==> src/hw/rtl/mwo_pkg.sv <==
// Types, constants and arithmetic helpers of the mecanum odometry block.
`timescale 1ns / 1ps
`default_nettype none
package mwo_pkg;

    typedef enum logic [3:0] {
        OP_IDLE, OP_LOAD, OP_SUMS, OP_MSET, OP_MUL, OP_MACC, OP_RND, OP_SHIFT,
        OP_WB, OP_HALF, OP_MID, OP_DIV, OP_DWB, OP_SUM, OP_WAIT, OP_FIN
    } op_t;

    // one entry per product the datapath forms
    typedef enum logic [3:0] {
        J_DX, J_DY, J_TOT, J_DTH, J_PH, J_R, J_R2, J_TS, J_TC, J_S,
        J_T1, J_T2, J_T3, J_T4
    } job_t;

    typedef struct packed {
        op_t        op;
        job_t       job;
        logic [1:0] part;
        logic [3:0] k;
    } cmd_t;

    localparam int CFG_IDX_W = 8;
    localparam logic [CFG_IDX_W-1:0] REG_MPT = 8'd0;
    localparam logic [CFG_IDX_W-1:0] REG_RG  = 8'd1;

    localparam logic [31:0] MPT_RESET = 32'd449213718;
    localparam logic [31:0] RG_RESET  = 32'd414108773;

    localparam logic [3:0]  SERIES_TERMS = 4'd11;
    localparam logic [1:0]  LAST_PART    = 2'd3;
    localparam logic [2:0]  LAST_DIV     = 3'd7;
    localparam int          DIV_BITS     = 8;

    localparam logic [63:0] INV_TWO_PI_Q64 = 64'h28BE_60DB_9391_054A;
    localparam logic [63:0] PI_Q62         = 64'hC90F_DAA2_2168_C235;
    localparam logic [63:0] ONE_Q62        = 64'h4000_0000_0000_0000;
    localparam logic [63:0] INT_MAX        = 64'h7FFF_FFFF_FFFF_FFFF;
    localparam logic [63:0] INT_MIN        = 64'h8000_0000_0000_0000;

    function automatic logic [63:0] mag64(input logic [63:0] v);
        return v[63] ? (~v + 64'd1) : v;
    endfunction

    // signed value from a magnitude and sign, clamped to the 64-bit range
    function automatic logic [63:0] from_mag(input logic [63:0] m, input logic neg);
        logic [63:0] r;
        if (neg) begin
            r = m[63] ? INT_MIN : (~m + 64'd1);
        end else begin
            r = m[63] ? INT_MAX : m;
        end
        return r;
    endfunction

    function automatic logic [63:0] sat_add(input logic [63:0] a, input logic [63:0] b);
        logic [64:0] s;
        logic [63:0] r;
        s = {a[63], a} + {b[63], b};
        if (s[64] != s[63]) begin
            r = s[64] ? INT_MIN : INT_MAX;
        end else begin
            r = s[63:0];
        end
        return r;
    endfunction

    function automatic logic [63:0] one_minus(input logic [63:0] p);
        return (p >= ONE_Q62) ? 64'd0 : (ONE_Q62 - p);
    endfunction

    // (2k)(2k+1), divisor of the sine series term k
    function automatic logic [8:0] sin_den(input logic [3:0] k);
        logic [4:0] tk;
        tk = {k, 1'b0};
        return 9'(10'(tk) * 10'(tk + 5'd1));
    endfunction

    // (2k-1)(2k), divisor of the cosine series term k
    function automatic logic [8:0] cos_den(input logic [3:0] k);
        logic [4:0] tk;
        tk = {k, 1'b0};
        return 9'(10'(tk - 5'd1) * 10'(tk));
    endfunction

endpackage
`default_nettype wire

==> src/hw/rtl/mwo_ctrl.sv <==
// Sequencer of the odometry block: walks the datapath through one item.
`timescale 1ns / 1ps
`default_nettype none
module mwo_ctrl
    import mwo_pkg::*;
(
    input  wire logic aclk,
    input  wire logic aresetn,
    input  wire logic s_valid,
    output logic      s_ready,
    output logic      m_valid,
    input  wire logic m_ready,
    output cmd_t      cmd
);

    typedef enum logic [3:0] {
        ST_IDLE, ST_LOAD, ST_SUMS, ST_MSET, ST_MUL, ST_MACC, ST_RND, ST_SHIFT,
        ST_WB, ST_HALF, ST_MID, ST_DIV, ST_DWB, ST_SUM, ST_WAIT, ST_FIN
    } state_t;

    state_t     state_reg, state_next;
    job_t       job_reg, job_next;
    logic [1:0] part_reg, part_next;
    logic [3:0] k_reg, k_next;
    logic [2:0] dcnt_reg, dcnt_next;
    logic       s_ready_reg, s_ready_next;
    logic       m_valid_reg, m_valid_next;
    cmd_t       cmd_reg, cmd_next;
    op_t        op_next;

    always_comb begin
        state_next = state_reg;
        job_next   = job_reg;
        part_next  = part_reg;
        k_next     = k_reg;
        dcnt_next  = dcnt_reg;
        case (state_reg)
            ST_IDLE: begin
                if (s_valid && s_ready_reg) begin
                    state_next = ST_LOAD;
                end
            end
            ST_LOAD:  state_next = ST_SUMS;
            ST_SUMS: begin
                state_next = ST_MSET;
                job_next   = J_DX;
            end
            ST_MSET: begin
                state_next = ST_MUL;
                part_next  = 2'd0;
            end
            ST_MUL:   state_next = ST_MACC;
            ST_MACC: begin
                if (part_reg == LAST_PART) begin
                    state_next = ST_RND;
                end else begin
                    part_next  = part_reg + 2'd1;
                    state_next = ST_MUL;
                end
            end
            ST_RND:   state_next = ST_SHIFT;
            ST_SHIFT: state_next = ST_WB;
            ST_WB: begin
                state_next = ST_MSET;
                case (job_reg)
                    J_DX:  job_next = J_DY;
                    J_DY:  job_next = J_TOT;
                    J_TOT: job_next = J_DTH;
                    J_DTH: state_next = ST_HALF;
                    J_PH:  job_next = J_R;
                    J_R:   job_next = J_R2;
                    J_R2: begin
                        job_next = J_TS;
                        k_next   = SERIES_TERMS;
                    end
                    J_TS, J_TC: begin
                        state_next = ST_DIV;
                        dcnt_next  = 3'd0;
                    end
                    J_S:   job_next = J_T1;
                    J_T1:  job_next = J_T2;
                    J_T2:  job_next = J_T3;
                    J_T3:  job_next = J_T4;
                    J_T4:  state_next = ST_SUM;
                    default: state_next = ST_IDLE;
                endcase
            end
            ST_HALF:  state_next = ST_MID;
            ST_MID: begin
                state_next = ST_MSET;
                job_next   = J_PH;
            end
            ST_DIV: begin
                dcnt_next = dcnt_reg + 3'd1;
                if (dcnt_reg == LAST_DIV) begin
                    state_next = ST_DWB;
                end
            end
            ST_DWB: begin
                state_next = ST_MSET;
                if (job_reg == J_TS) begin
                    job_next = J_TC;
                end else if (k_reg == 4'd1) begin
                    job_next = J_S;
                end else begin
                    job_next = J_TS;
                    k_next   = k_reg - 4'd1;
                end
            end
            ST_SUM:   state_next = ST_WAIT;
            ST_WAIT: begin
                // pose registers are the result; only touch them once the last one left
                if (!m_valid_reg || m_ready) begin
                    state_next = ST_FIN;
                end
            end
            ST_FIN:   state_next = ST_IDLE;
            default:  state_next = ST_IDLE;
        endcase

        case (state_next)
            ST_IDLE:  op_next = OP_IDLE;
            ST_LOAD:  op_next = OP_LOAD;
            ST_SUMS:  op_next = OP_SUMS;
            ST_MSET:  op_next = OP_MSET;
            ST_MUL:   op_next = OP_MUL;
            ST_MACC:  op_next = OP_MACC;
            ST_RND:   op_next = OP_RND;
            ST_SHIFT: op_next = OP_SHIFT;
            ST_WB:    op_next = OP_WB;
            ST_HALF:  op_next = OP_HALF;
            ST_MID:   op_next = OP_MID;
            ST_DIV:   op_next = OP_DIV;
            ST_DWB:   op_next = OP_DWB;
            ST_SUM:   op_next = OP_SUM;
            ST_WAIT:  op_next = OP_WAIT;
            ST_FIN:   op_next = OP_FIN;
            default:  op_next = OP_IDLE;
        endcase

        cmd_next     = '{op: op_next, job: job_next, part: part_next, k: k_next};
        s_ready_next = (state_next == ST_IDLE);
        m_valid_next = (m_valid_reg && !m_ready) || (state_reg == ST_FIN);
    end

    always_ff @(posedge aclk) begin
        if (!aresetn) begin
            state_reg   <= ST_IDLE;
            job_reg     <= J_DX;
            part_reg    <= 2'd0;
            k_reg       <= SERIES_TERMS;
            dcnt_reg    <= 3'd0;
            s_ready_reg <= 1'b1;
            m_valid_reg <= 1'b0;
            cmd_reg     <= '{op: OP_IDLE, job: J_DX, part: 2'd0, k: SERIES_TERMS};
        end else begin
            state_reg   <= state_next;
            job_reg     <= job_next;
            part_reg    <= part_next;
            k_reg       <= k_next;
            dcnt_reg    <= dcnt_next;
            s_ready_reg <= s_ready_next;
            m_valid_reg <= m_valid_next;
            cmd_reg     <= cmd_next;
        end
    end

    assign s_ready = s_ready_reg;
    assign m_valid = m_valid_reg;
    assign cmd     = cmd_reg;

endmodule
`default_nettype wire

==> config.mk <==
export PLATFORM = sky130hd
export DESIGN_NAME = mwo_ctrl
export DESIGN_NICKNAME = d
export VERILOG_FILES = /design/src/hw/rtl/mwo_pkg.sv /design/src/hw/rtl/mwo_ctrl.sv
export SDC_FILE = /design/constraint.sdc
export NUM_CORES = 1
export LEC_CHECK = 0
export CAP_MARGIN = 25
export CELL_PAD_IN_SITES_DETAIL_PLACEMENT = 1
export CELL_PAD_IN_SITES_GLOBAL_PLACEMENT = 1
export CORE_ASPECT_RATIO = 0.75
export CORE_MARGIN = 2
export CORE_UTILIZATION = 52
export CTS_BUF_LIST = sky130_fd_sc_hd__clkbuf_4
export CTS_CLUSTER_SIZE = 30
export DETAILED_ROUTE_END_ITERATION = 8
export DONT_BUFFER_PORTS = 1
export HOLD_SLACK_MARGIN = 0.06
export PLACE_DENSITY = 0.92
export RECOVER_POWER = 50
export SLEW_MARGIN = 30
export SYNTH_ARGS = -nofsm -noshare
export SYNTH_HDL_FRONTEND = slang
export SYNTH_SLANG_ARGS = --single-unit
==> constraint.sdc <==
create_clock -name aclk -period 2.4 [get_ports aclk]
set_clock_uncertainty 0.15 [all_clocks]
set_input_delay 0.24 -clock aclk [delete_from_list [all_inputs] [get_ports aclk]]
set_output_delay 0.24 -clock aclk [all_outputs]
set_load 0.005 [all_outputs]
==> results of run 1 <==
[power by group through the flow]
stage                     clock network [mW]  logic, mW  registers [mW]
after floorplan                            0      0.264           0.376
after global placement                     0      0.218           0.435
after detailed placement                   0      0.239           0.440
after CTS                              0.175      0.248           0.431
after global routing                   0.188      0.277           0.439
final                                  0.179      0.257           0.432
[tightest hold or removal path: stages]
cell	delay [ns]
a211oi_1	0.07
nand2_1	0.08
o31a_1	0.19
o41ai_2	0.09
[routing by layer]
layer	GRT usage	vias up
met5	0	-
met4	0.0553	0
met3	0.0689	4
met2	0.432	44
met1	0.353	597
li1	-	576
[cell families after synthesis]
family	count (synthesis)	synth area share
AOI/OAI and AO/OA	47	0.246
xor gates and xnor gates	4	0.0272
adders and majority gates	5	0.0485
buffers and inverters	16	0.0659
DFF	19	0.295
muxes	2	0.0165
and+or+nand+nor	68	0.301
[final cells by class]
type                       count  area (um^2)  area share
clock inverter                 1         5.00     0.00376
sequential                    19          380       0.285
tap                           34         42.5      0.0319
multi-input combinational    126          825       0.619
clock buffer                   3         22.5      0.0169
inverter                       7         26.3      0.0197
timing repair buffer           4         31.3      0.0235
[stage by stage]
stage          worst slack (ns)  std cells
2_1_floorplan             0.770        161
3_3_place_gp              0.501        188
3_5_place_dp              0.391        188
4_1_cts                   0.373        194
5_1_grt                   0.239        194
6_report                  0.335        194
[path summary, 6_finish.rpt]
path,from,slack (ns),to,depth (start not counted)
setup / recovery,state_reg[3],0.33,s_ready,6
hold / removal,s_valid,0.24,s_ready,4
setup reg to reg,state_reg[3],0.33,s_ready,6
hold reg to reg,dcnt_reg[1],0.37,dcnt_reg[1],2
[synth_stat cells (2+ instances only)]
library cell and number:
a31oi_1 5, nand3_1 2, buf_4 3, nand2b_1 5, o21a_1 2, nor2b_1 3
nand2_1 20, o31ai_1 2, nand3b_1 4, nor2_1 13, ha_1 5, inv_1 6
nor3_1 4, buf_2 5, a22o_1 2, a21oi_1 9, xnor2_1 4, dfxtp_1 19
o21ai_0 9, nand4b_1 2, a211o_1 2, and2_1 7, o22ai_1 3, a22oi_1 4
==> out/metrics.csv, run 1 <==
stage,metric,value,unit
grt,grt ovf,0,
worst_setup_path,crit path cell chain,"clkbuf_1, or2b_4, nor2_1, a221oi_2, nand2_1, o41ai_2",
clocking,total CTS buffers,3,
sta,fin crit period,2.07,ns
outcome,status,finished clean,
synthesis,"Seq/Total Area, Yosys",0.295,
clocking,Clock transition at path regs,0.13,ns
synthesis,top-area cell type share of the netlist area,0.295,
floorplan,Rows,15,
grt,initial antenna violation count,0,
clocking,H-tree depth,1,
synthesis,fraction of registers with async set or reset after synthesis,0,
sta,Final Max Tran Viols,0,
route,Post-DRT Antenna Nets,0,
placement,dpl hpwl,2590,um
route,WL met2,1740,um
sta,final hold vios,0,
power,Peak VDD IR,0.378,mV
route,length of the first detailed-routing pass in iterations,4,
floorplan,Core Area,2330,um^2
floorplan,Die X,61.5,um
synthesis,#FFs+latches synth,19,
route,WL/cell,18.7,um
clocking,setup repair bufs after CTS,0,
power,leakage,0.485,nW
route,initial drt markers,60,
power,Flop pwr share,0.498,
final_layout,post-route core utilization,0.573,
route,total number of vias,1221,
clocking,# hold bufs at CTS,2,
synthesis,Synth Flop Type,dfxtp_1,
worst_setup_path,Setup CP Type,flop to flop,
synthesis,Yosys top cell by area,dfxtp_1,
sta,Fin Setup TNS,0,ns
floorplan,initial core utilization,0.554,
synthesis,syn avg cell area,8.01,um^2
floorplan,Top Ports,20,
sta,actual slew at the worst max-slew pin,0.683,ns
synthesis,"Distinct cells, synth",45,
placement,Placer Congestion,0.865,
grt,first-pass GRT wire length,5440,um
clocking,CTS tree,yes,
sta,Hold Worst Slack,0.237,ns
clocking,CTS root buffer,clkbuf_4,
synthesis,Syn Nets,170,
final_layout,antenna diode count,0,
final_layout,"most common cell after layout, fill and taps aside",nand2_1,
worst_setup_path,worst path bufs/invs,1,
final_layout,design area,1330,um^2
sta,RSZ-0062 raised after global routing,false,
worst_setup_path,critical path arrival,2.15,ns
worst_setup_path,Worst Setup End Kind,flop,
final_layout,Largest register FFs,10,
clocking,clock sinks,19,
floorplan,Total Die Area,2900,um^2
sta,Final setup viols,0,
power,Tot Pwr,0.868,mW
final_layout,most frequent cells in the layout,"20 x nand2_1, 19 x dfxtp_1, 13 x nor2_1",
synthesis,number of synthesized flops with an enable pin,0,
floorplan,Die H,47.1,um
power,combinational share of power,0.296,
power,P_sw,0.353,mW
route,Post-Route M1 WL,1630,um
worst_setup_path,CP max-delay cell,a221oi_2,
synthesis,Mapped Area,1290,um^2
final_layout,# fillers,303,
power,Int Pwr,0.516,mW
final_layout,post-layout net count,170,
route,via/cell ratio,6.29,
hold_path,class of the worst hold path,input port to flop,
synthesis,Synth Warn #,0,
route,final WL,3620,um
worst_setup_path,peak per-stage delay on the critical path,0.37,ns
final_layout,share of post-route cells with drive strength above 1,0.0813,
grt,largest net degree at the start of global routing,19,
route,Max Used Layer,met4,
clocking,CTS max path bufs,2,
placement,port bufs,0,
sta,Tcrit/Tclk final,0.860,
clocking,clk_lat worst skew,0.32,ns
grt,vias in the first global route,1137,
clocking,post-CTS sizing,0,
power,sw frac,0.406,
job,Max Cap Viol,0,
worst_setup_path,startpoint types,flop,
final_layout,Layout Area Growth over Synthesis,3.30,%
worst_setup_path,required time of the critical path,2.48,ns
power,clock network fraction of total power,0.206,
sta,Max-slew headroom,0.544,
route,# DRC,0,
power,Pwr Density,652,nW/um^2
synthesis,Mapped Cells,161,
worst_setup_path,Worst path top cell family by delay,compound AO/OA/AOI/OAI gates,
grt,GRT Util Overall,0.263,
worst_setup_path,"Max FO, Critical Path",12,
route,met3 wire length,227,um
placement,DP Area,1290,um^2
synthesis,"top cells by area, synth","dfxtp_1 29%, nand2_1 5.8%, ha_1 4.8%",
sta,Fmax,484,MHz
Power figures use the tool's default switching activity.
==> run 2: changes to the inputs <==
MAX_ROUTING_LAYER = met4   (was default)
==> out/metrics.csv, run 2 (same netlist as run 1, synthesis figures left out) <==
stage,metric,value,unit
final_layout,Largest register FFs,10,
floorplan,initial core utilization,0.554,
route,WL/cell,18.5,um
final_layout,"most common cell after layout, fill and taps aside",nand2_1,
worst_setup_path,required time of the critical path,2.48,ns
sta,Fin Setup TNS,0,ns
power,Int Pwr,0.516,mW
clocking,CTS max path bufs,2,
grt,GRT Util Overall,0.270,
placement,Placer Congestion,0.879,
worst_setup_path,Setup CP Type,flop to flop,
clocking,CTS tree,yes,
clocking,clock sinks,19,
final_layout,# fillers,303,
worst_setup_path,worst reg2reg startpoint,state_reg[1],
power,leakage,0.485,nW
worst_setup_path,critical path arrival,2.14,ns
sta,RSZ-0062 raised after global routing,false,
final_layout,antenna diode count,0,
sta,actual slew at the worst max-slew pin,0.678,ns
power,Peak VDD IR,0.369,mV
grt,largest net degree at the start of global routing,19,
power,clock network fraction of total power,0.201,
route,total number of vias,1208,
route,initial drt markers,49,
placement,dpl hpwl,2590,um
final_layout,Layout Area Growth over Synthesis,3.30,%
floorplan,Die H,47.1,um
clocking,post-CTS sizing,0,
worst_setup_path,Reg2Reg Capture Point,s_ready,
worst_setup_path,r2r setup slk,0.34,ns
power,Pwr Density,651,nW/um^2
sta,fin crit period,2.06,ns
power,Flop pwr share,0.498,
sta,final hold vios,0,
worst_setup_path,"Max FO, Critical Path",18,
grt,grt ovf,0,
clocking,total CTS buffers,3,
grt,vias in the first global route,1148,
worst_setup_path,Worst Setup End Kind,flop,
sta,Final setup viols,0,
clocking,# hold bufs at CTS,2,
power,sw frac,0.406,
final_layout,area of the multi-input gates,825,um^2
worst_setup_path,startpoint types,flop,
grt,initial antenna violation count,0,
power,combinational share of power,0.301,
clocking,setup repair bufs after CTS,0,
hold_path,HP Start,s_valid,
final_layout,share of post-route cells with drive strength above 1,0.0813,
route,length of the first detailed-routing pass in iterations,4,
final_layout,Storage cell area,380,um^2
placement,port bufs,0,
clocking,CTS root buffer,clkbuf_4,
route,# DRC,0,
grt,first-pass GRT wire length,5420,um
final_layout,post-layout net count,170,
hold_path,class of the worst hold path,input port to flop,
floorplan,Core Area,2330,um^2
sta,Final Max Tran Viols,0,
sta,Tcrit/Tclk final,0.858,
job,Max Cap Viol,0,
final_layout,most frequent cells in the layout,"20 x nand2_1, 19 x dfxtp_1, 13 x nor2_1",
clocking,H-tree depth,1,
sta,Fmax,486,MHz
floorplan,Top Ports,20,
sta,Hold Worst Slack,0.252,ns
floorplan,Die X,61.5,um
hold_path,WHS Endpoint,s_ready,
clocking,clk_lat worst skew,0.31,ns
route,Post-DRT Antenna Nets,0,
outcome,status,finished clean,
clocking,Clock transition at path regs,0.11,ns
worst_setup_path,Worst R2R Path Depth,4,
hold_path,hold depth,4,
route,via/cell ratio,6.23,
sta,Max-slew headroom,0.547,
floorplan,Total Die Area,2900,um^2
power,P_sw,0.352,mW
floorplan,Rows,15,
route,final WL,3590,um
## run 2: metrics by stage
stage / power, mW / setup slack [ns] / util / cells / area [um^2]
floorplan: 0.640 / 0.770 / - / 161 / 1290
global placement: 0.653 / 0.501 / 0.554 / 188 / 1290
detailed placement: 0.679 / 0.391 / 0.554 / 188 / 1290
CTS: 0.854 / 0.373 / 0.574 / 194 / 1340
global route: 0.903 / 0.239 / 0.573 / 194 / 1330
finish: 0.868 / 0.341 / 0.573 / 194 / 1330
## run 2: metal layers
metal / routed length [um] / up-vias / global-route usage
met5: 0 / - / -
met4: 22 / 0 / 0.0553
met3: 226 / 4 / 0.0689
met2: 1740 / 41 / 0.440
met1: 1590 / 588 / 0.341
li1: - / 575 / -
## run 2: worst max-delay path by stage
stage | from | to | cells past startpoint | slack (ns)
after floorplan | cmd[0] | cmd[3] | 6 | 0.77
after global placement | cmd[9] | s_ready | 5 | 0.50
after detailed placement | state_reg[1] | s_ready | 4 | 0.39
after CTS | state_reg[1] | s_ready | 4 | 0.37
after global routing | state_reg[3] | cmd[3] | 6 | 0.24
final | state_reg[1] | s_ready | 4 | 0.34
## run 2: cell type report
class                   count  area share
multi-input cells         126       0.619
repair buffers              4      0.0235
flip-flops and latches     19       0.285
clock buffers               3      0.0169
clock inverters             1     0.00376
well taps                  34      0.0319
inverters                   7      0.0197
## run 2: critical path, stage by stage, from the launching register on
cell and delay [ns]:
dfxtp_1 0.78, nand3b_1 0.21, a21oi_1 0.16, o31a_1 0.38, o41ai_2 0.30
## run 2: power groups by stage
stage	clock [mW]	combinational [mW]	sequential [mW]
finish	0.175	0.262	0.432
global route	0.188	0.276	0.439
CTS	0.175	0.248	0.431
detailed placement	0	0.239	0.440
global placement	0	0.218	0.435
floorplan	0	0.264	0.376
